## src/rtl/core/spwm_pkg.sv

```systemverilog
// Package: shared types, codes and the angle-to-level function for the servo PWM ramp block.
package spwm_pkg;

  // Item kinds carried in s_tuser
  typedef enum logic [1:0] {
    FUNC_TICK    = 2'd0,
    FUNC_MOVE    = 2'd1,
    FUNC_SET     = 2'd2,
    FUNC_UNUSED  = 2'd3
  } func_t;

  // Configuration register indexes
  typedef enum logic [1:0] {
    REG_PWM_WRAP     = 2'd0,
    REG_TICKS_PER_MS = 2'd1,
    REG_PWM_ENABLE   = 2'd2,
    REG_NONE         = 2'd3
  } cfg_reg_t;

  // Sequencer states
  typedef enum logic [2:0] {
    ST_IDLE,
    ST_EXEC,
    ST_DIV,
    ST_MUL,
    ST_STEP,
    ST_OUT
  } seq_state_t;

  localparam logic [15:0] PwmWrapReset    = 16'd20000;
  localparam logic [15:0] TicksPerMsReset = 16'd1000;
  localparam int          DivBits         = 16;
  localparam int          LevelBase       = 500;
  // 2000/180 scaled by 2^16, rounded up; exact floor for angles 0..255
  localparam int          LevelRecip      = 728178;
  localparam int          LevelShift      = 16;
  localparam logic [11:0] LevelMax        = 12'd3333;

  // 500 + angle*2000/180, integer division, by reciprocal multiply
  function automatic logic [11:0] level_of(input logic [7:0] angle);
    logic [27:0] prod;
    prod = 28'(angle) * 28'(LevelRecip);
    return 12'(LevelBase) + 12'(prod >> LevelShift);
  endfunction

endpackage

```

## src/rtl/core/servo_pwm_ramp_generator.sv

```systemverilog
// Servo PWM generator with linear ramp: sequencer around a restoring divider.
// From request accept to result valid, a plain item passes EXEC and OUT; a tick that
//   applies a ramp step adds STEP, and a smooth move that starts adds DIV, MUL and STEP.
// One item at a time; OUT holds while an unread result blocks the output, and the next
//   request is taken only after the result is loaded and the sequencer is back in idle.
// Reset (rst, synchronous): registers to wrap 20000, 1000 ticks/ms, PWM on; ramp and PWM state zero.
module servo_pwm_ramp_generator
  import spwm_pkg::*;
(
  input  logic        clk,
  input  logic        rst,
  // input request
  input  logic        s_tvalid,
  output logic        s_tready,
  input  logic [31:0] s_tdata,   // ramp_from[7:0], ramp_to[15:8], ramp_ms[31:16]
  input  logic [1:0]  s_tuser,   // func[1:0]
  // result
  output logic        m_tvalid,
  input  logic        m_tready,
  output logic [23:0] m_tdata,   // pin_level[0], pulse_width[12:1], current_angle[20:13],
                                 // busy_res[21], rejected[22], zero pad[23]
  // configuration writes
  input  logic        cfg_valid,
  output logic        cfg_ready,
  input  logic [1:0]  cfg_index,
  input  logic [15:0] cfg_data
);

  // configuration registers
  logic [15:0] pwm_wrap;
  logic [15:0] ticks_per_ms;
  logic        pwm_enable;

  // block state
  logic [15:0] pwm_count;
  logic [11:0] compare_level;
  logic [7:0]  angle_now;
  logic        going_down;
  logic [7:0]  steps_left;
  logic [31:0] hold_count;
  logic [31:0] hold_reload;
  logic        moving;

  // captured request
  func_t       func;
  logic [7:0]  ramp_from;
  logic [7:0]  ramp_to;
  logic [15:0] ramp_ms;
  logic        rejected;

  // divider
  logic [7:0]  div_rem;
  logic [15:0] div_quo;
  logic [3:0]  div_cnt;
  logic [8:0]  div_shift;
  logic [9:0]  div_diff;

  seq_state_t  state, state_next;

  logic [7:0]  steps_abs;
  logic [31:0] hold_dec;
  logic        tick_step;
  logic [7:0]  step_angle;
  logic        out_free;

  assign cfg_ready = 1'b1;
  assign s_tready  = (state == ST_IDLE);
  assign out_free  = !m_tvalid || m_tready;

  // divider step: shift in next dividend bit, trial subtract
  assign div_shift = {div_rem, div_quo[15]};
  assign div_diff  = {1'b0, div_shift} - {2'b00, steps_left};

  assign steps_abs  = (ramp_to > ramp_from) ? (ramp_to - ramp_from)
                                            : (ramp_from - ramp_to);
  assign hold_dec   = (hold_count != 32'd0) ? (hold_count - 32'd1) : hold_count;
  assign tick_step  = moving && (hold_dec == 32'd0) && (steps_left != 8'd0);
  assign step_angle = going_down ? (angle_now - 8'd1) : (angle_now + 8'd1);

  // next state
  always_comb begin
    state_next = state;
    case (state)
      ST_IDLE: begin
        if (s_tvalid) state_next = ST_EXEC;
      end
      ST_EXEC: begin
        state_next = ST_OUT;
        case (func)
          FUNC_TICK: begin
            if (tick_step) state_next = ST_STEP;
          end
          FUNC_MOVE: begin
            if (!moving && steps_abs != 8'd0) state_next = ST_DIV;
          end
          default: state_next = ST_OUT;
        endcase
      end
      ST_DIV: begin
        if (div_cnt == 4'(DivBits - 1)) state_next = ST_MUL;
      end
      ST_MUL:  state_next = ST_STEP;
      ST_STEP: state_next = ST_OUT;
      ST_OUT: begin
        if (out_free) state_next = ST_IDLE;
      end
      default: state_next = ST_IDLE;
    endcase
  end

  always_ff @(posedge clk) begin
    if (rst) state <= ST_IDLE;
    else     state <= state_next;
  end

  // configuration
  always_ff @(posedge clk) begin
    if (rst) begin
      pwm_wrap     <= PwmWrapReset;
      ticks_per_ms <= TicksPerMsReset;
      pwm_enable   <= 1'b1;
    end else if (cfg_valid) begin
      case (cfg_reg_t'(cfg_index))
        REG_PWM_WRAP:     pwm_wrap     <= cfg_data;
        REG_TICKS_PER_MS: ticks_per_ms <= cfg_data;
        REG_PWM_ENABLE:   pwm_enable   <= cfg_data[0];
        default: ;
      endcase
    end
  end

  // request capture
  always_ff @(posedge clk) begin
    if (s_tvalid && s_tready) begin
      func      <= func_t'(s_tuser);
      ramp_from <= s_tdata[7:0];
      ramp_to   <= s_tdata[15:8];
      ramp_ms   <= s_tdata[31:16];
    end
  end

  // datapath
  always_ff @(posedge clk) begin
    if (rst) begin
      pwm_count     <= '0;
      compare_level <= '0;
      angle_now     <= '0;
      going_down    <= 1'b0;
      steps_left    <= '0;
      hold_count    <= '0;
      hold_reload   <= '0;
      moving        <= 1'b0;
      rejected      <= 1'b0;
    end else begin
      case (state)
        ST_EXEC: begin
          rejected <= 1'b0;
          case (func)
            FUNC_TICK: begin
              if (pwm_enable) begin
                if (pwm_count >= pwm_wrap) pwm_count <= '0;
                else                       pwm_count <= pwm_count + 16'd1;
              end
              if (moving) begin
                hold_count <= hold_dec;
                // hold ran out with nothing left: final hold over
                if (hold_dec == 32'd0 && steps_left == 8'd0) moving <= 1'b0;
              end
            end
            FUNC_MOVE: begin
              if (moving) begin
                rejected <= 1'b1;
              end else if (steps_abs != 8'd0) begin
                going_down <= (ramp_to < ramp_from);
                angle_now  <= ramp_from;
                steps_left <= steps_abs;
                moving     <= 1'b1;
              end
            end
            FUNC_SET: begin
              if (moving) begin
                rejected <= 1'b1;
              end else begin
                angle_now     <= ramp_to;
                compare_level <= level_of(ramp_to);
              end
            end
            default: ;
          endcase
        end
        ST_MUL: hold_reload <= 32'(div_quo) * 32'(ticks_per_ms);
        ST_STEP: begin
          angle_now     <= step_angle;
          compare_level <= level_of(step_angle);
          steps_left    <= steps_left - 8'd1;
          hold_count    <= hold_reload;
        end
        default: ;
      endcase
    end
  end

  // restoring divider: ramp_ms / steps, one quotient bit a cycle
  always_ff @(posedge clk) begin
    if (state == ST_EXEC) begin
      div_rem <= '0;
      div_quo <= ramp_ms;
      div_cnt <= '0;
    end else if (state == ST_DIV) begin
      div_cnt <= div_cnt + 4'd1;
      if (!div_diff[9]) begin
        div_rem <= div_diff[7:0];
        div_quo <= {div_quo[14:0], 1'b1};
      end else begin
        div_rem <= div_shift[7:0];
        div_quo <= {div_quo[14:0], 1'b0};
      end
    end
  end

  // result register
  always_ff @(posedge clk) begin
    if (rst) begin
      m_tvalid <= 1'b0;
    end else if (state == ST_OUT && out_free) begin
      m_tvalid <= 1'b1;
    end else if (m_tready) begin
      m_tvalid <= 1'b0;
    end
  end

  always_ff @(posedge clk) begin
    if (state == ST_OUT && out_free) begin
      m_tdata <= {1'b0, rejected, moving, angle_now, compare_level,
                  pwm_enable && ({4'b0, compare_level} > pwm_count)};
    end
  end

  // checks
  a_div_only_when_moving: assert property (@(posedge clk) disable iff (rst)
    (state == ST_DIV) |-> moving)
    else $error("divider running without a move");

  a_level_range: assert property (@(posedge clk) disable iff (rst)
    compare_level <= LevelMax)
    else $error("compare level out of range");

  a_reject_means_busy: assert property (@(posedge clk) disable iff (rst)
    (m_tvalid && m_tdata[22]) |-> m_tdata[21])
    else $error("rejected result while not busy");

  a_step_counts_down: assert property (@(posedge clk) disable iff (rst)
    (state == ST_STEP) |=> (steps_left == $past(steps_left) - 8'd1))
    else $error("ramp step did not consume a step");

  a_accept_to_exec: assert property (@(posedge clk) disable iff (rst)
    (s_tvalid && s_tready) |=> (state == ST_EXEC))
    else $error("accepted request not executed");

endmodule

```

## config.mk

```make
export PLATFORM = sky130hd
export DESIGN_NAME = servo_pwm_ramp_generator
export DESIGN_NICKNAME = d
export VERILOG_FILES = /design/src/rtl/core/spwm_pkg.sv /design/src/rtl/core/servo_pwm_ramp_generator.sv
export SDC_FILE = /design/constraint.sdc
export NUM_CORES = 1
export LEC_CHECK = 0
export BUFFER_PORTS_ARGS = -buffer_cell sky130_fd_sc_hd__buf_2
export CAP_MARGIN = 5
export CORE_MARGIN = 2
export CORE_UTILIZATION = 40
export CTS_CLUSTER_SIZE = 20
export DETAILED_ROUTE_END_ITERATION = 16
export GPL_TIMING_DRIVEN = 0
export PLACE_DENSITY = 0.63
export SLEW_MARGIN = 20
export SYNTH_ARGS = -nofsm -noshare
export SYNTH_HDL_FRONTEND = slang
export SYNTH_SLANG_ARGS = --single-unit
```

## constraint.sdc

```tcl
create_clock -name clk -period 6.62 [get_ports clk]
set_input_delay 0.662 -clock clk [delete_from_list [all_inputs] [get_ports clk]]
set_output_delay 0.662 -clock clk [all_outputs]
set_load 0.005 [all_outputs]
```

=== Word-level counts from Yosys, hierarchy flattened ===
Cells that the tools add are included.

* Bits in registers: 233
* Bits of input ports: 57
* Output and inout bits: 27
* Word-level logic and storage cells: 137

* Add/sub/neg operators: 11
* Multiply operators: 3
* Magnitude comparators: 4
* Eq/ne operators: 23
* Mux-type cells: 39
* Bitwise gates (word level): 1
* Reduce and logical (&&, ||, !) cells: 34

{| class="wikitable"
|+ Operators with widths
! operator !! number
|-
| $mux W32 || 3
|-
| $mux W8 || 9
|-
| $pmux W32 S2 || 1
|-
| $mul A8 B19 Y27 const B || 2
|-
| $mux W16 || 3
|-
| $pmux W8 S2 || 3
|-
| $logic_not A32 Y1 || 1
|-
| $mul A16 B16 Y32 || 1
|-
| $reduce_bool A32 Y1 || 1
|-
| $sub A32 B1 Y32 const B || 1
|-
| $add A9 B12 Y12 const A || 2
|-
| $mux W12 || 2
|-
| $pmux W12 S2 || 1
|-
| $pmux W3 S6 || 1
|-
| $add A16 B1 Y16 const B || 1
|-
| $ge A16 B16 Y1 || 1
|-
| $gt A12 B16 Y1 || 1
|-
| $reduce_bool A8 Y1 || 2
|-
| $sub A8 B1 Y8 const B || 2
|-
| $sub A8 B8 Y8 || 2
|-
| $mux W3 || 4
|-
| $ne A2 B2 Y1 const B || 6
|-
| $reduce_and A3 Y1 || 4
|-
| $mux W1 || 10
|-
| 28 further kinds || 51
|}

=== Depth between registers and ports, before layout ===
* Depth in word-level cells: 8
* Mapped depth: 29
* Depth with buffers taken out: 29

=== Worst setup path after synthesis ===
Ideal clock, no wire load.

* Path kind: register to register
* Start: reg going_down
* End: reg compare_level[11]
* Setup time: 0.120 ns
* Arrival: 6.697 ns
* Data required time: 6.500 ns
* Slack: -0.196 ns
* Stages on the path, launching flop included: 26
* Buffers on the path: 0
* Period minus slack after synthesis: 6.816 ns
* Path through: dfxtp_1 ha_1 nand3_1 a21oi_1 o21ai_0 nand2b_1 a21o_1 a21oi_1 xnor2_1 ha_1 fa_1 inv_1 fa_1 inv_1 fa_1 ha_1 a211oi_1 o21ai_0 a21oi_1 nor2b_1 or4_1 a21oi_1 o22ai_1 o311ai_1 nor4_1 a211o_1

* Cells in the longest elaborated chain, start to end: 4

{| class="wikitable"
|+ Ends and longest elaborated chain
! item !! line !! RTL
|-
| start, declared || servo_pwm_ramp_generator.sv:38 || <nowiki>logic going_down;</nowiki>
|-
| start signal, assigned || servo_pwm_ramp_generator.sv:174 || <nowiki>going_down <= (ramp_to < ramp_from);</nowiki>
|-
| $mux W8 || servo_pwm_ramp_generator.sv:78 || <nowiki>assign step_angle = going_down ? (angle_now - 8'd1) : (angle_now + 8'd1);</nowiki>
|-
| $mul A8 B19 Y27 || spwm_pkg.sv:42 || <nowiki>prod = 28'(angle) * 28'(LevelRecip);</nowiki>
|-
| $add A9 B12 Y12 || spwm_pkg.sv:43 || <nowiki>return 12'(LevelBase) + 12'(prod >> LevelShift);</nowiki>
|-
| $pmux W12 S2 || servo_pwm_ramp_generator.sv:155 || <nowiki>case (state)</nowiki>
|-
| end signal, assigned || servo_pwm_ramp_generator.sv:185 || <nowiki>compare_level <= level_of(ramp_to);</nowiki>
|-
| end signal, assigned || servo_pwm_ramp_generator.sv:194 || <nowiki>compare_level <= level_of(step_angle);</nowiki>
|-
| end, declared || servo_pwm_ramp_generator.sv:36 || <nowiki>logic [11:0] compare_level;</nowiki>
|}

No other way between the ends.
A chain may end at the register's enable or synchronous reset.

=== Worst setup path in the final report ===
Same ends and word-level chain as after synthesis.

==> flow_summary.yaml <==
timing:
  fin_tns_setup_ns: -0.00966
  tightestPinTransition_ns: 0.908
  fin_skew_ns: 0.0175
  slew_headroom_pct: 39.4
  fin_ws_ns: -0.00966
  final_hold_viol_count: 0
  min_period_ns: 6.63
  holdWs_ns: 0.265
  fin_crit_sh_pct: 100
  slew_violations: 0
  setup_viol: 1
  grt_setup_unrepaired: "yes"
  fmax_ghz: 0.151
clock_network:
  ctsHoldBuffers: 0
  cts_buffers: 28
  clockRootBuffer: "clkbuf_16"
  cts.reportedPaths.clkPinSlew_ns: 0.06
  max-clock-path-buffers: 3
  htreeDepth: 1
  clkSinkCount: 233
  tritoncts: "yes"
  clk_latency_ns: 0.58
critical_path:
  r2r_slack_ns: -0.01
  cp-end-kind: "flop"
  required_ns: 7.09
  path_class: "reg2reg"
  path_max_fanout: 5
  slowest_stage: "fa_1"
  reg2reg_from: "going_down"
  worstRegToRegCells: 28
  critPathLaunchType: "flop"
  reg2reg_to: "compare_level[11]"
  critPathMaxStageDelay_ns: 0.58
  arrival_ns: 7.10
final_layout:
  nNetsFinal: 3615
  final_cell_area_sq_um: 28700
  layout_commonest_cell: "inv_1"
  seqCellArea_sq_um: 5450
  fillers: 5833
  area_growth_pct: 16.7
  final_cell_mix: "414 x inv_1, 399 x nand2_1, 269 x ha_1"
  layout-drive-gt1-share_pct: 13.7
  multiInputGateArea_sq_um: 17700
placement:
  post-place-ws_ns: -1.17
  portBuffers: 81
  place_area_sq_um: 26100
  hpwl_mm: 54.7
  place_congestion: 0.941
drt:
  wl_mm: 70.4
  wire_per_inst_microns: 18.4
  drc: 0
  dr.pass1.iters: 5
  vias: 20446
  drtIter0Drc: 1334
  ant_nets: 0
  vias_per_cell: 5.34
grt:
  track_usage_pct: 22.3
  grt_pass1_vias: 20179
  overflow: 0
  grt_max_degree: 19
  antenna_found_initial: 2
  grt_pass1_wl_mm: 112
yosys:
  synthTopCellsByArea: "fa_1 20%, ha_1 15%, dfxtp_1 13%"
  syn_area_sq_um: 24600
  synth_seq_cells: 233
  seq_area_frac_synth_pct: 22.0
  ys_types: 85
  synth_cells: 2831
  ys.warnings.count: 0
  syn_nets: 3420
  avgSynthCellArea_sq_um: 8.67
  async_flop_share_pct: 0
  synth_area_leader_cell: "fa_1"
  synth-edff-count: 73
  synth_ff_type: "dfxtp_1"
  synth_top_area_share_pct: 20.0
hold_path:
  hold_class: "in2reg"
  min_from: "s_tdata[25]"
  min_to: "ramp_ms[9]"
  worstHoldPathCells: 1
floorplan:
  core_area_sq_um: 60500
  die_w_microns: 252
  dieArea_sq_um: 63400
  ios: 84
  start_util_pct: 40.6
  die_h_microns: 252
  num_rows: 90
run_status:
  outcome: "complete, but fails checks"
  violations: "negative setup slack"
job:
  drv_cap: 0
## worst max-delay path, delay by kind of cell (launching register included)
family | cells | cell delay [ns]
buf+inv | 6 | 0.69
compound gates | 13 | 2.41
fa+ha+maj | 6 | 2.33
xor+xnor | 1 | 0.21
simple gates | 2 | 0.43
flops | 1 | 0.45
## what timing repair did
item                                    CTS  global route
endpoints found under the setup margin   22            13
pin swaps                                57            54
setup buffers                            78            13
gates resized for setup                 175            80
## metal layers
metal / up-vias / share of wire (%) / track usage [%]
met3: 123 / 6.0 / 2.84
li1: 9853 / - / -
met1: 9872 / 43 / 29.8
met5: - / 0 / 0
met4: 0 / 3.5 / 7.30
met2: 598 / 47 / 37.3
## metrics by stage
| step | util [%] | instances |
|---|---|---|
| after CTS | 46.7 | 3817 |
| after global placement | 43.0 | 3694 |
| after floorplan | - | 2831 |
| final | 47.4 | 3832 |
| after global routing | 47.4 | 3832 |
| after detailed placement | 43.1 | 3696 |
## Yosys cell counts, types with 12 or more instances
cell / n
a221oi_1: 13
o21ai_0: 78
a211oi_1: 23
a21oi_1: 177
nor4_1: 20
o21bai_1: 12
nand2b_1: 17
nand3_1: 33
nand2_1: 413
o211ai_1: 19
ha_1: 287
nor3_1: 42
xor2_1: 28
nand4_1: 26
nor2_1: 137
nand3b_1: 20
mux2i_1: 16
or3_1: 19
a31oi_1: 17
a21o_1: 24
a211o_1: 14
nor2b_1: 13
clkbuf_1: 109
o21a_1: 21
inv_1: 428
and3_1: 13
edfxtp_1: 73
dfxtp_1: 160
xnor2_1: 63
fa_1: 245
and2_1: 109
## final cells by class
| cell class | instances | area share [%] |
|---|---|---|
| repair buffers | 173 | 4.23 |
| plain buffers | 112 | 2.54 |
| diodes | 2 | 0.0175 |
| multi-input cells | 2050 | 61.9 |
| clock buffers | 39 | 2.81 |
| flip-flops and latches | 233 | 19.0 |
| well taps | 782 | 3.41 |
| inverters | 428 | 5.60 |
| clock inverters | 13 | 0.524 |
## kinds of logic (layout without fill, tap and decap cells)
family          after synthesis  in the layout  synth area share, %
buf+inv                     548            765                 8.50
other cells                   2              4               0.0306
flops                       233            233                 22.0
simple gates                901            901                 17.4
mux                          20             20                0.836
xor+xnor                     91             91                 3.25
fa+ha+maj                   532            532                 34.6
compound gates              504            504                 13.4
## worst max path at each step
stage                          startpoint                 to  cells past startpoint
after floorplan           ticks_per_ms[3]    hold_reload[30]                     24
after global placement       angle_now[0]  compare_level[10]                     28
after detailed placement       going_down  compare_level[11]                     25
after CTS                      div_quo[7]    hold_reload[30]                     25
after global routing           going_down  compare_level[11]                     28
final                          going_down  compare_level[11]                     28
## sequential cells by signal (all words and copies together) (netlist names), 12 cells and up
register       cells
ramp_ms           16
hold_reload       32
hold_count        32
m_tdata           23
compare_level     12
ticks_per_ms      16
pwm_count         16
pwm_wrap          16
div_quo           16
Power is not shown: default switching activity piles up to over one toggle a cycle in this logic, so the estimate is an artifact.
